--- config.mk ---
export PLATFORM = sky130hd
export DESIGN_NAME = periodic_task_scheduler_unit
export DESIGN_NICKNAME = d
export VERILOG_FILES = /design/src/hw/rtl/pts_pkg.sv /design/src/hw/rtl/pts_cell.sv /design/src/hw/rtl/periodic_task_scheduler_unit.sv
export SDC_FILE = /design/constraint.sdc
export NUM_CORES = 2
export LEC_CHECK = 0
export ABC_CLOCK_PERIOD_IN_PS = 18700
export BUFFER_PORTS_ARGS = -buffer_cell sky130_fd_sc_hd__buf_2
export CORE_ASPECT_RATIO = 1.75
export CORE_MARGIN = 1.5
export CORE_UTILIZATION = 60
export DETAILED_ROUTE_END_ITERATION = 10
export GPL_TIMING_DRIVEN = 0
export PLACE_DENSITY_LB_ADDON = 0.08
export SYNTH_ARGS = -nofsm -noshare
export SYNTH_HDL_FRONTEND = slang
export SYNTH_SLANG_ARGS = --single-unit
--- constraint.sdc ---
create_clock -name aclk -period 18.7 [get_ports aclk]
set_input_delay 1.87 -clock aclk [delete_from_list [all_inputs] [get_ports aclk]]
set_output_delay 1.87 -clock aclk [all_outputs]
set_load 0.02 [all_outputs]
--- src/hw/rtl/pts_pkg.sv ---
// Shared types, constants and register codes for the periodic task scheduler.
package pts_pkg;

    // Channel count and datapath widths
    localparam int NUM_CH      = 4;
    localparam int PERIOD_REGS = 4;
    localparam int TIME_W      = 32;
    localparam int PERIOD_W    = 31;
    localparam int ACT_W       = 3;
    localparam int IDX_W       = 3;

    // Configuration register indexes
    localparam logic [IDX_W-1:0] REG_ACTIVE  = 3'd0;
    localparam logic [IDX_W-1:0] REG_PERIOD0 = 3'd1;

    // Period reset values, one per period register
    localparam logic [PERIOD_W-1:0] PERIOD_RESET [PERIOD_REGS] =
        '{31'd1000, 31'd100, 31'd1000, 31'd1000};

    // What travels from one cell to the next with each request
    typedef struct packed {
        logic              valid;
        logic [TIME_W-1:0] elapsed;
        logic [NUM_CH-1:0] mask;
    } pts_link_t;

endpackage

--- src/hw/rtl/pts_cell.sv ---
// One channel cell: holds a countdown and period, updates it as a request passes through.
module pts_cell
    import pts_pkg::*;
(
    input  logic                aclk,
    input  logic                aresetn,
    // upstream side
    input  pts_link_t           link_i,
    output logic                take_o,
    // downstream side
    output pts_link_t           link_o,
    input  logic                take_i,
    // static per-cell settings
    input  logic                active,
    input  logic [NUM_CH-1:0]   fire_bit,
    input  logic [PERIOD_W-1:0] rst_period,
    // period register write
    input  logic                cfg_load,
    input  logic [PERIOD_W-1:0] cfg_period
);

    localparam int WIDE_W = TIME_W + 2;
    localparam logic signed [WIDE_W-1:0] SAT_MIN =
        -(WIDE_W'(1) <<< (TIME_W - 1));

    logic signed [TIME_W-1:0]   countdown_reg, countdown_next;
    logic        [PERIOD_W-1:0] period_reg;
    pts_link_t                  link_reg, link_next;

    logic signed [WIDE_W-1:0]   diff;
    logic signed [WIDE_W-1:0]   clamped;
    logic                       fire;
    logic                       advance;

    // Stage is free when empty or when its request moves on this cycle
    assign take_o  = !link_reg.valid || take_i;
    assign advance = link_i.valid && take_o;
    assign link_o  = link_reg;

    // Countdown minus elapsed, saturated, then one period added back on fire
    always_comb begin
        diff    = WIDE_W'(countdown_reg) - $signed({2'b00, link_i.elapsed});
        clamped = (diff < SAT_MIN) ? SAT_MIN : diff;
        fire    = active && (clamped <= 0);
        if (fire) begin
            countdown_next = TIME_W'(clamped + $signed({3'b000, period_reg}));
        end else begin
            countdown_next = TIME_W'(clamped);
        end
        link_next         = link_i;
        link_next.mask    = link_i.mask | (fire ? fire_bit : '0);
    end

    // Channel state
    always_ff @(posedge aclk) begin
        if (!aresetn) begin
            period_reg    <= rst_period;
            countdown_reg <= $signed({1'b0, rst_period});
        end else if (cfg_load) begin
            period_reg    <= cfg_period;
            countdown_reg <= $signed({1'b0, cfg_period});
        end else if (advance && active) begin
            countdown_reg <= countdown_next;
        end
    end

    // Stage register toward the next cell
    always_ff @(posedge aclk) begin
        if (!aresetn) begin
            link_reg <= '0;
        end else if (take_o) begin
            link_reg <= link_next;
        end
    end

endmodule

--- src/hw/rtl/periodic_task_scheduler_unit.sv ---
// Top level of the periodic task scheduler: input stage, chain of channel cells, result port.
//
//  channel | direction | handshake        | payload
//  --------+-----------+------------------+--------------------------------------
//  s_      | in        | s_valid/s_ready  | s_now_ms[31:0]  timestamp in ms
//  m_      | out       | m_valid/m_ready  | m_fire_mask[3:0] channels that fired
//  cfg_    | in        | cfg_we           | cfg_index[2:0], cfg_data[30:0]
//
// One request is taken per cycle while the chain is not stalled; the input stage registers it
// at the accepting edge, then each channel cell's stage register passes it on to the result port.
// Each cell updates its own countdown as the request passes, so requests overlap freely.
// Reset is synchronous on aresetn low; periods and countdowns return to defaults.
// A stall on m_ready backs up stage by stage; empty stages still take requests.
module periodic_task_scheduler_unit
    import pts_pkg::*;
(
    input  logic                aclk,
    input  logic                aresetn,
    input  logic                s_valid,
    output logic                s_ready,
    input  logic [TIME_W-1:0]   s_now_ms,
    output logic                m_valid,
    input  logic                m_ready,
    output logic [NUM_CH-1:0]   m_fire_mask,
    input  logic                cfg_we,
    input  logic [IDX_W-1:0]    cfg_index,
    input  logic [PERIOD_W-1:0] cfg_data
);

    logic [ACT_W-1:0]  active_channels_reg;
    logic [TIME_W-1:0] last_time_reg;
    logic              in_valid_reg;
    logic [TIME_W-1:0] elapsed_reg;
    logic [NUM_CH-1:0] active_vec;

    pts_link_t         link [NUM_CH+1];
    logic              take [NUM_CH+1];

    logic              s_accept;

    assign s_ready  = !in_valid_reg || take[0];
    assign s_accept = s_valid && s_ready;

    // Active channel register
    always_ff @(posedge aclk) begin
        if (!aresetn) begin
            active_channels_reg <= '0;
        end else if (cfg_we && cfg_index == REG_ACTIVE) begin
            active_channels_reg <= cfg_data[ACT_W-1:0];
        end
    end

    // Channel i is in use when below the active count (counts past NUM_CH clamp)
    always_comb begin
        for (int i = 0; i < NUM_CH; i++) begin
            active_vec[i] = (32'(active_channels_reg) > i);
        end
    end

    // Input stage: elapsed time since previous request
    always_ff @(posedge aclk) begin
        if (!aresetn) begin
            in_valid_reg  <= 1'b0;
            last_time_reg <= '0;
        end else if (s_accept) begin
            in_valid_reg  <= 1'b1;
            last_time_reg <= s_now_ms;
        end else if (take[0]) begin
            in_valid_reg  <= 1'b0;
        end
    end

    always_ff @(posedge aclk) begin
        if (s_accept) begin
            elapsed_reg <= s_now_ms - last_time_reg;
        end
    end

    assign link[0] = '{valid: in_valid_reg, elapsed: elapsed_reg, mask: '0};

    // Chain of channel cells
    for (genvar g = 0; g < NUM_CH; g++) begin : g_cell
        pts_cell u_cell (
            .aclk       (aclk),
            .aresetn    (aresetn),
            .link_i     (link[g]),
            .take_o     (take[g]),
            .link_o     (link[g+1]),
            .take_i     (take[g+1]),
            .active     (active_vec[g]),
            .fire_bit   (NUM_CH'(1) << g),
            .rst_period (PERIOD_RESET[g]),
            .cfg_load   (cfg_we && cfg_index == IDX_W'(REG_PERIOD0 + g)),
            .cfg_period (cfg_data)
        );
    end

    // Result port is the last cell's stage register
    assign take[NUM_CH] = m_ready;
    assign m_valid      = link[NUM_CH].valid;
    assign m_fire_mask  = link[NUM_CH].mask;

    // Accepted request always occupies the input stage next cycle
    a_accept_fills: assert property (@(posedge aclk) disable iff (!aresetn)
        s_accept |=> in_valid_reg)
        else $error("accepted request did not enter input stage");

    // Stored timestamp tracks the last accepted request
    a_last_time: assert property (@(posedge aclk) disable iff (!aresetn)
        s_accept |=> last_time_reg == $past(s_now_ms))
        else $error("last timestamp not updated on request");

    // Reset empties the pipeline
    a_reset_empty: assert property (@(posedge aclk)
        !aresetn |=> !m_valid && !in_valid_reg)
        else $error("pipeline not empty after reset");

endmodule
# --- Yosys cells after proc, flatten, opt, wreduce, memory -nomap -nowiden ---
# Index checks and enable logic that the tools add are counted.
word_totals:
  output_inout_bits: 6
  elab_cells: 116
  in_bits: 71
  regBits: 436
op_classes:
  eq_ne: 4
  bitwise: 4
  n_lt_le_gt_ge: 12
  n_mux: 22
  add_sub_neg: 9
  reduce_logical: 38
op_table:
  columns: ["cell", "n"]
  rows:
  - ["31-bit 2-to-1 mux", 8]
  - ["34-bit by 1-bit <= comparator with 1-bit output (second input constant)", 4]
  - ["34-bit by 32-bit < comparator with 1-bit output (second input constant)", 4]
  - ["34-bit 2-to-1 mux", 4]
  - ["32-bit by 33-bit subtractor with 34-bit output", 4]
  - ["32-bit adder", 4]
  - ["32-bit 2-to-1 mux", 4]
  - ["32-bit subtractor", 1]
  - ["1-bit logical AND", 18]
  - ["4-bit bitwise OR", 3]
  - ["2-bit nonzero test", 5]
  - ["2-bit OR reduction", 4]
  - ["3-bit by 2-bit == test with 1-bit output (second input constant)", 2]
  - ["3-bit by 1-bit > comparator with 1-bit output (second input constant)", 2]
  - ["3-bit by 2-bit > comparator with 1-bit output (second input constant)", 2]
  - ["1-bit logical NOT", 5]
  - ["1-bit logical OR", 5]
  - ["4-bit 2-to-1 mux", 1]
  - ["3-bit by 1-bit == test with 1-bit output (second input constant)", 1]
  - ["3-bit == test (second input constant)", 1]
  - ["3-bit logical NOT", 1]
  - ["1-bit 2-to-1 mux", 3]
  - ["3-bit 2-to-1 mux", 1]
  - ["2-bit 2-to-1 mux", 1]
  - ["1-bit NOT", 1]

# --- Longest topological paths before layout ---
depth:
  ltp_word: 9
  mapped_depth: 36
  ltp_nobuf: 32

# --- By module ---
# A second synthesis with hierarchy kept.
hier_totals:
  cells_unflattened: 4633
  area_unflattened_um2: 38281.7
by_module_without_submodules:
  columns: ["mod", "seq_area_each_um2", "instances", "cells_each", "area_per_inst_um2"]
  rows:
  - ["pts_cell at g_cell[2].u_cell ...", 2622.5, 2, 1041, 8524.4]
  - ["pts_cell at g_cell[1].u_cell", 2622.5, 1, 1044, 8521.9]
  - ["pts_cell at g_cell[0].u_cell", 2622.5, 1, 1033, 8498.2]
  - ["periodic_task_scheduler_unit", 1681.6, 1, 474, 4212.8]

# --- Worst setup path before layout ---
# OpenSTA, ideal clock, no wires.
synth_path:
  path_type: "flip-flop to flip-flop"
  start: "register g_cell[1].u_cell.link_reg, in the netlist g_cell[1].u_cell.link_o[5]"
  end: "register g_cell[2].u_cell.countdown_reg[30]"
  period_less_slack_ns: 7.239
  path_slack_ns: 11.461
  stages_incl_launch_ff: 35
  arrival_ns: 7.170
  n_path_buf: 4
  required_ns: 18.631
  setup_ns: 0.069
  cell_sequence: "dfxtp_1 > inv_1 > ha_1 > nor2b_1 > o31a_1 > o21a_1 > o2111a_1 > o21a_1 > o21ai_1 > o21a_1 > inv_1 > a21oi_1 > nor2_1 > or4_1 > ha_1 > clkbuf_1 > buf_1 > clkbuf_1 > clkbuf_1 > nor2_1 > ha_1 > inv_1 > fa_1 > nor2b_1 > o31a_1 > o221a_2 > o31a_1 > o41ai_1 > o211ai_1 > o21a_1 > o221a_2 > a311oi_1 > xnor2_1 > nor2_1 > o21ai_1"
synth_between:
  elab_chain_len: 8
  elab_cells_between_ends: 9
  classes_between: "add/sub (2); order compare (2); mux (4); reduce/logical (1)"
synth_rtl:
  columns: ["item", "line_no", "rtl"]
  rows:
  - ["start, declared", "pts_cell.sv:28", "pts_link_t link_reg, link_next;"]
  - ["start signal, assigned", "pts_cell.sv:72", "link_reg <= link_next;"]
  - ["32-bit by 33-bit subtractor with 34-bit output (*)", "pts_cell.sv:42", "diff = WIDE_W'(countdown_reg) - $signed({2'b00, link_i.elapsed});"]
  - ["34-bit by 32-bit < comparator with 1-bit output", "pts_cell.sv:43", "clamped = (diff < SAT_MIN) ? SAT_MIN : diff;"]
  - ["34-bit 2-to-1 mux (*)", "pts_cell.sv:43", null]
  - ["34-bit by 1-bit <= comparator with 1-bit output", "pts_cell.sv:44", "fire = active && (clamped <= 0);"]
  - ["1-bit logical AND", "pts_cell.sv:44", null]
  - ["32-bit 2-to-1 mux (*)", "pts_cell.sv:45", "if (fire) begin"]
  - ["31-bit 2-to-1 mux (*)", "pts_cell.sv:62", "end else if (advance && active) begin"]
  - ["31-bit 2-to-1 mux (*)", "pts_cell.sv:59", "end else if (cfg_load) begin"]
  - ["end signal, assigned", "pts_cell.sv:58", "countdown_reg <= $signed({1'b0, rst_period});"]
  - ["end signal, assigned", "pts_cell.sv:61", "countdown_reg <= $signed({1'b0, cfg_period});"]
  - ["end signal, assigned", "pts_cell.sv:63", "countdown_reg <= countdown_next;"]
  - ["end, declared", "pts_cell.sv:26", "logic signed [TIME_W-1:0] countdown_reg, countdown_next;"]
# Mark *: on every way between the ends. The rest lies on a longest branch, timed or not. The select of a mux whose other input is x is not followed.
# A chain may end at the register's enable or synchronous reset.

# --- Worst setup path in the final report ---
layout_path:
  start: "register g_cell[2].u_cell.link_reg, in the netlist g_cell[2].u_cell.link_o[19]"
  end: "register g_cell[3].u_cell.countdown_reg[31]"
layout_between:
  elab_chain_len: 6
  elab_cells_between_ends: 7
  classes_between: "add/sub (2); order compare (2); mux (2); reduce/logical (1)"
layout_rtl:
  columns: ["item", "line_no"]
  rows:
  - ["start, declared", "pts_cell.sv:28"]
  - ["start signal, assigned", "pts_cell.sv:72"]
  - ["32-bit by 33-bit subtractor with 34-bit output (*)", "pts_cell.sv:42"]
  - ["34-bit by 32-bit < comparator with 1-bit output", "pts_cell.sv:43"]
  - ["34-bit 2-to-1 mux (*)", "pts_cell.sv:43"]
  - ["34-bit by 1-bit <= comparator with 1-bit output", "pts_cell.sv:44"]
  - ["1-bit logical AND", "pts_cell.sv:44"]
  - ["32-bit 2-to-1 mux (*)", "pts_cell.sv:45"]
  - ["end signal, assigned", "pts_cell.sv:58"]
  - ["end signal, assigned", "pts_cell.sv:61"]
  - ["end signal, assigned", "pts_cell.sv:63"]
  - ["end, declared", "pts_cell.sv:26"]
# Mark *: on every way between the ends. The rest lies on a longest branch, timed or not.

==> results by group <==
STA
  • Setup tns final: 0 ps
  • Unrepaired setup endpoints after global routing: false
  • Hold Fails Final Rpt: 0
  • Relative slew margins: -0.0217
  • Period utilization: 0.527
  • Final setup viols: 0
  • Max-slew violations: 11
  • Clk_skew: 25.6 ps
  • Final min period: ~9900 ps
  • Worst-margin pin slew: between 1500 and 2000 ps
  • Achievable clock frequency: approximately 0.1 GHz
  • Final Worst Setup Slack: around 8800 ps

Logic synthesis
  • Post-Syn Instances: between 4,000 and 5,000
  • FF+latch count, synth: 430
  • Yosys top cell by area: dfxtp_1
  • Post-Syn Area per Cell: 7.50 sq um
  • Netlist cell types: 106
  • Post-Synth Simple-Gate Area: 0.223
  • Top_reg_cell synth: dfxtp_1
  • Compound-Gate Fraction of Synth Area: 0.285
  • Post-synthesis mux area share: 0.0175
  • Synthesized Nets: between 4,000 and 5,000
  • EDFF count, synth: 32
  • Yosys top cell area share: 0.235
  • Synth top area cells: dfxtp_1 23%, ha_1 11%, nand2_1 9.3%, a21boi_0 5.7%, a21oi_1 4.0%
  • Ys Warns: 0
  • Seq/Total Area, Yosys: 0.263
  • Synthesized cell area: 33,900 sq um
  • Adder-cell share of the synthesized area: 0.113
  • Xor/xnor cell area share of the yosys netlist: 0.0465
  • Largest family of logic cells by synthesized area: compound AO/OA/AOI/OAI gates
  • Asr flop ratio synth: 0

Routing
  • DR vias/cell: between 6 and 7
  • Routed via count: between 30,000 and 40,000
  • Post-DRT Antenna Nets: 0
  • Drt total wl: 132 mm
  • TritonRoute pass-1 iters: 6
  • Post-DR wirelength/cell: about 24 um
  • Initial DRC Count: 2,952
  • DRC Markers: 0

Worst setup path
  • CP required: about 19,000 ps
  • Slowest-stage cell, CP: o41ai_1
  • Crit path buffers/inverters: 6
  • Crit-path max FO: 10
  • WP data arrival: 10,340 ps
  • Startpoint Class: flop
  • Crit path kind: flop to flop
  • Most frequent CP cell: o21ai_0
  • Top delay family on crit path: compound AO/OA/AOI/OAI gates
  • Crit path largest cell delay: approximately 800 ps
  • CP Capture Type: flop
  • Register-to-register setup slack: slightly below 9000 ps

Pwr
  • Total power: 0.00356 W
  • Comb pwr share: 0.441
  • Net switching fraction of the power: 0.417
  • Clk pwr share: 0.270
  • NetSw: 0.00148 W
  • Peak VDD IR: 83.0 uV
  • P_int: 0.00207 W
  • PD cells: roughly 97 nW/um^2
  • Power share of the sequential group: 0.289
  • LEAKAGE: 15.7 nW

Global routing
  • Pin count of the biggest net entering global routing: 39
  • Initial antenna violation count: 9
  • First-pass GRT wire length: roughly 200 mm
  • Total grt overflow: 0
  • Number of global-route vias before repair: approximately 34,000
  • Global-route usage over all layers: 0.447

Clock tree
  • Clock Tree Buf Depth: 3
  • Worst skew pair latency: 600 ps
  • Worst-path clk slew: about 70 ps
  • CTS tree: yes
  • CTS Sinks: 430
  • Post-CTS Setup Bufs: 0
  • H-tree depth: 2
  • Root buf cell: clkbuf_16
  • Hold-fix buffers, CTS: 0
  • Resized Gates After CTS: 0
  • Cts bufs inserted: between 40 and 50

Place
  • Worst slack at placement: around 9100 ps
  • Buffers added on ports: between 70 and 80
  • DP HPWL: approximately 100 mm
  • Routability congestion estimate: ~1.0

Floorplan
  • Die X: about 180 um
  • Die area: between 50,000 and 60,000 sq um
  • Core area: around 56,000 sq um
  • Starting Density: 0.606
  • Die height: approximately 320 um
  • FP Rows: about 120
  • I/O pins: 77

Cells and area
  • Layout area overhead: 8.21%
  • Share of cells above drive strength 1: 0.0541
  • Final #Nets: about 5,000
  • Max FFs per register: between 100 and 150

Run status
  • Failing checks: max-capacitance violations, max-slew violations
  • Status: finished with violations

Min path
  • Hold Crit Class: flop to flop

Flow run
  • Reported max-cap violation count: 1
[layout make-up]
| type | instances | area (sq um) |
|---|---|---|
| antenna | 7 | 17.5 |
| buffer | 202 | 796 |
| clock buffer | 56 | 1210 |
| clock inverter | 26 | 292 |
| fill | 5216 | 19300 |
| inverter | 260 | 976 |
| multi-input combinational | 3631 | 23200 |
| sequential | 430 | 8930 |
| tap | 702 | 878 |
| timing repair buffer | 75 | 390 |
[layer usage]
metal	track usage	wire length (um)	up-vias
li1	-	-	16400
met1	0.447	44300	16300
met2	0.742	59900	1638
met3	0.0918	10400	706
met4	0.475	17100	6
met5	0	41	-
[Yosys cell counts (90+ instances only)]
cell	count
nand2_1	844
inv_1	259
dfxtp_1	398
nand3_1	115
nor2_1	296
clkbuf_1	171
ha_1	291
o21ai_0	228
a21oi_1	268
a21boi_0	256
nor3_1	90
xnor2_1	110
a21o_1	116
[logic make-up (layout without fill, tap and decap cells)]
logic type | count (synthesis) | in the layout
xor+xnor | 180 | 180
compound gates | 1412 | 1412
buf+inv | 462 | 619
fa+ha+maj | 300 | 300
other cells | 0 | 7
simple gates | 1683 | 1683
flops | 430 | 430
mux | 56 | 56
[cells in the final DEF (no fill, tap or decap), types with 63 or more instances in the layout]
master	n
a21boi_0	256
a21o_1	116
a21oi_1	268
buf_2	85
clkbuf_1	177
dfxtp_1	398
ha_1	291
inv_1	259
nand2_1	844
nand3_1	115
nor2_1	296
nor2b_1	63
nor3_1	90
o21a_1	68
o21ai_0	228
xnor2_1	110
xor2_1	70
[through the flow]
step                      hold WS (ps)  cells  instance area [sq um]  utilization
after floorplan                    427   4523                  33900            -
after global placement             436   5299                  35200        0.628
after detailed placement           441   5300                  35200        0.629
after CTS                          452   5382                  36700        0.655
after global routing               477   5384                  36700        0.656
final                              453   5389                  36700        0.656
[worst min-delay path: cells and delay by family, from the launching register on]
kind	cells	cell delay (ps)
and+or+nand+nor	2	100
DFF	1	320
[power groups by stage]
| stage | sequential (W) | combinational [W] | clock [W] |
|---|---|---|---|
| CTS | 0.00102 | 0.00152 | 0.000958 |
| global route | 0.00103 | 0.00170 | 0.000989 |
| global placement | 0.00104 | 0.00149 | 0 |
| floorplan | 0.00101 | 0.00111 | 0 |
| finish | 0.00103 | 0.00157 | 0.000959 |
| detailed placement | 0.00104 | 0.00151 | 0 |
[path summary, 6_finish.rpt]
| path | startpoint | to | cells after the start |
|---|---|---|---|
| max reg2reg | g_cell[2].u_cell.link_o[19] | g_cell[3].u_cell.countdown_reg[31] | 32 |
| min | g_cell[2].u_cell.period_reg[5] | g_cell[2].u_cell.period_reg[5] | 2 |
| min reg2reg | g_cell[2].u_cell.period_reg[5] | g_cell[2].u_cell.period_reg[5] | 2 |
| max | g_cell[2].u_cell.link_o[19] | g_cell[3].u_cell.countdown_reg[31] | 32 |
Power figures use the tool's default switching activity.
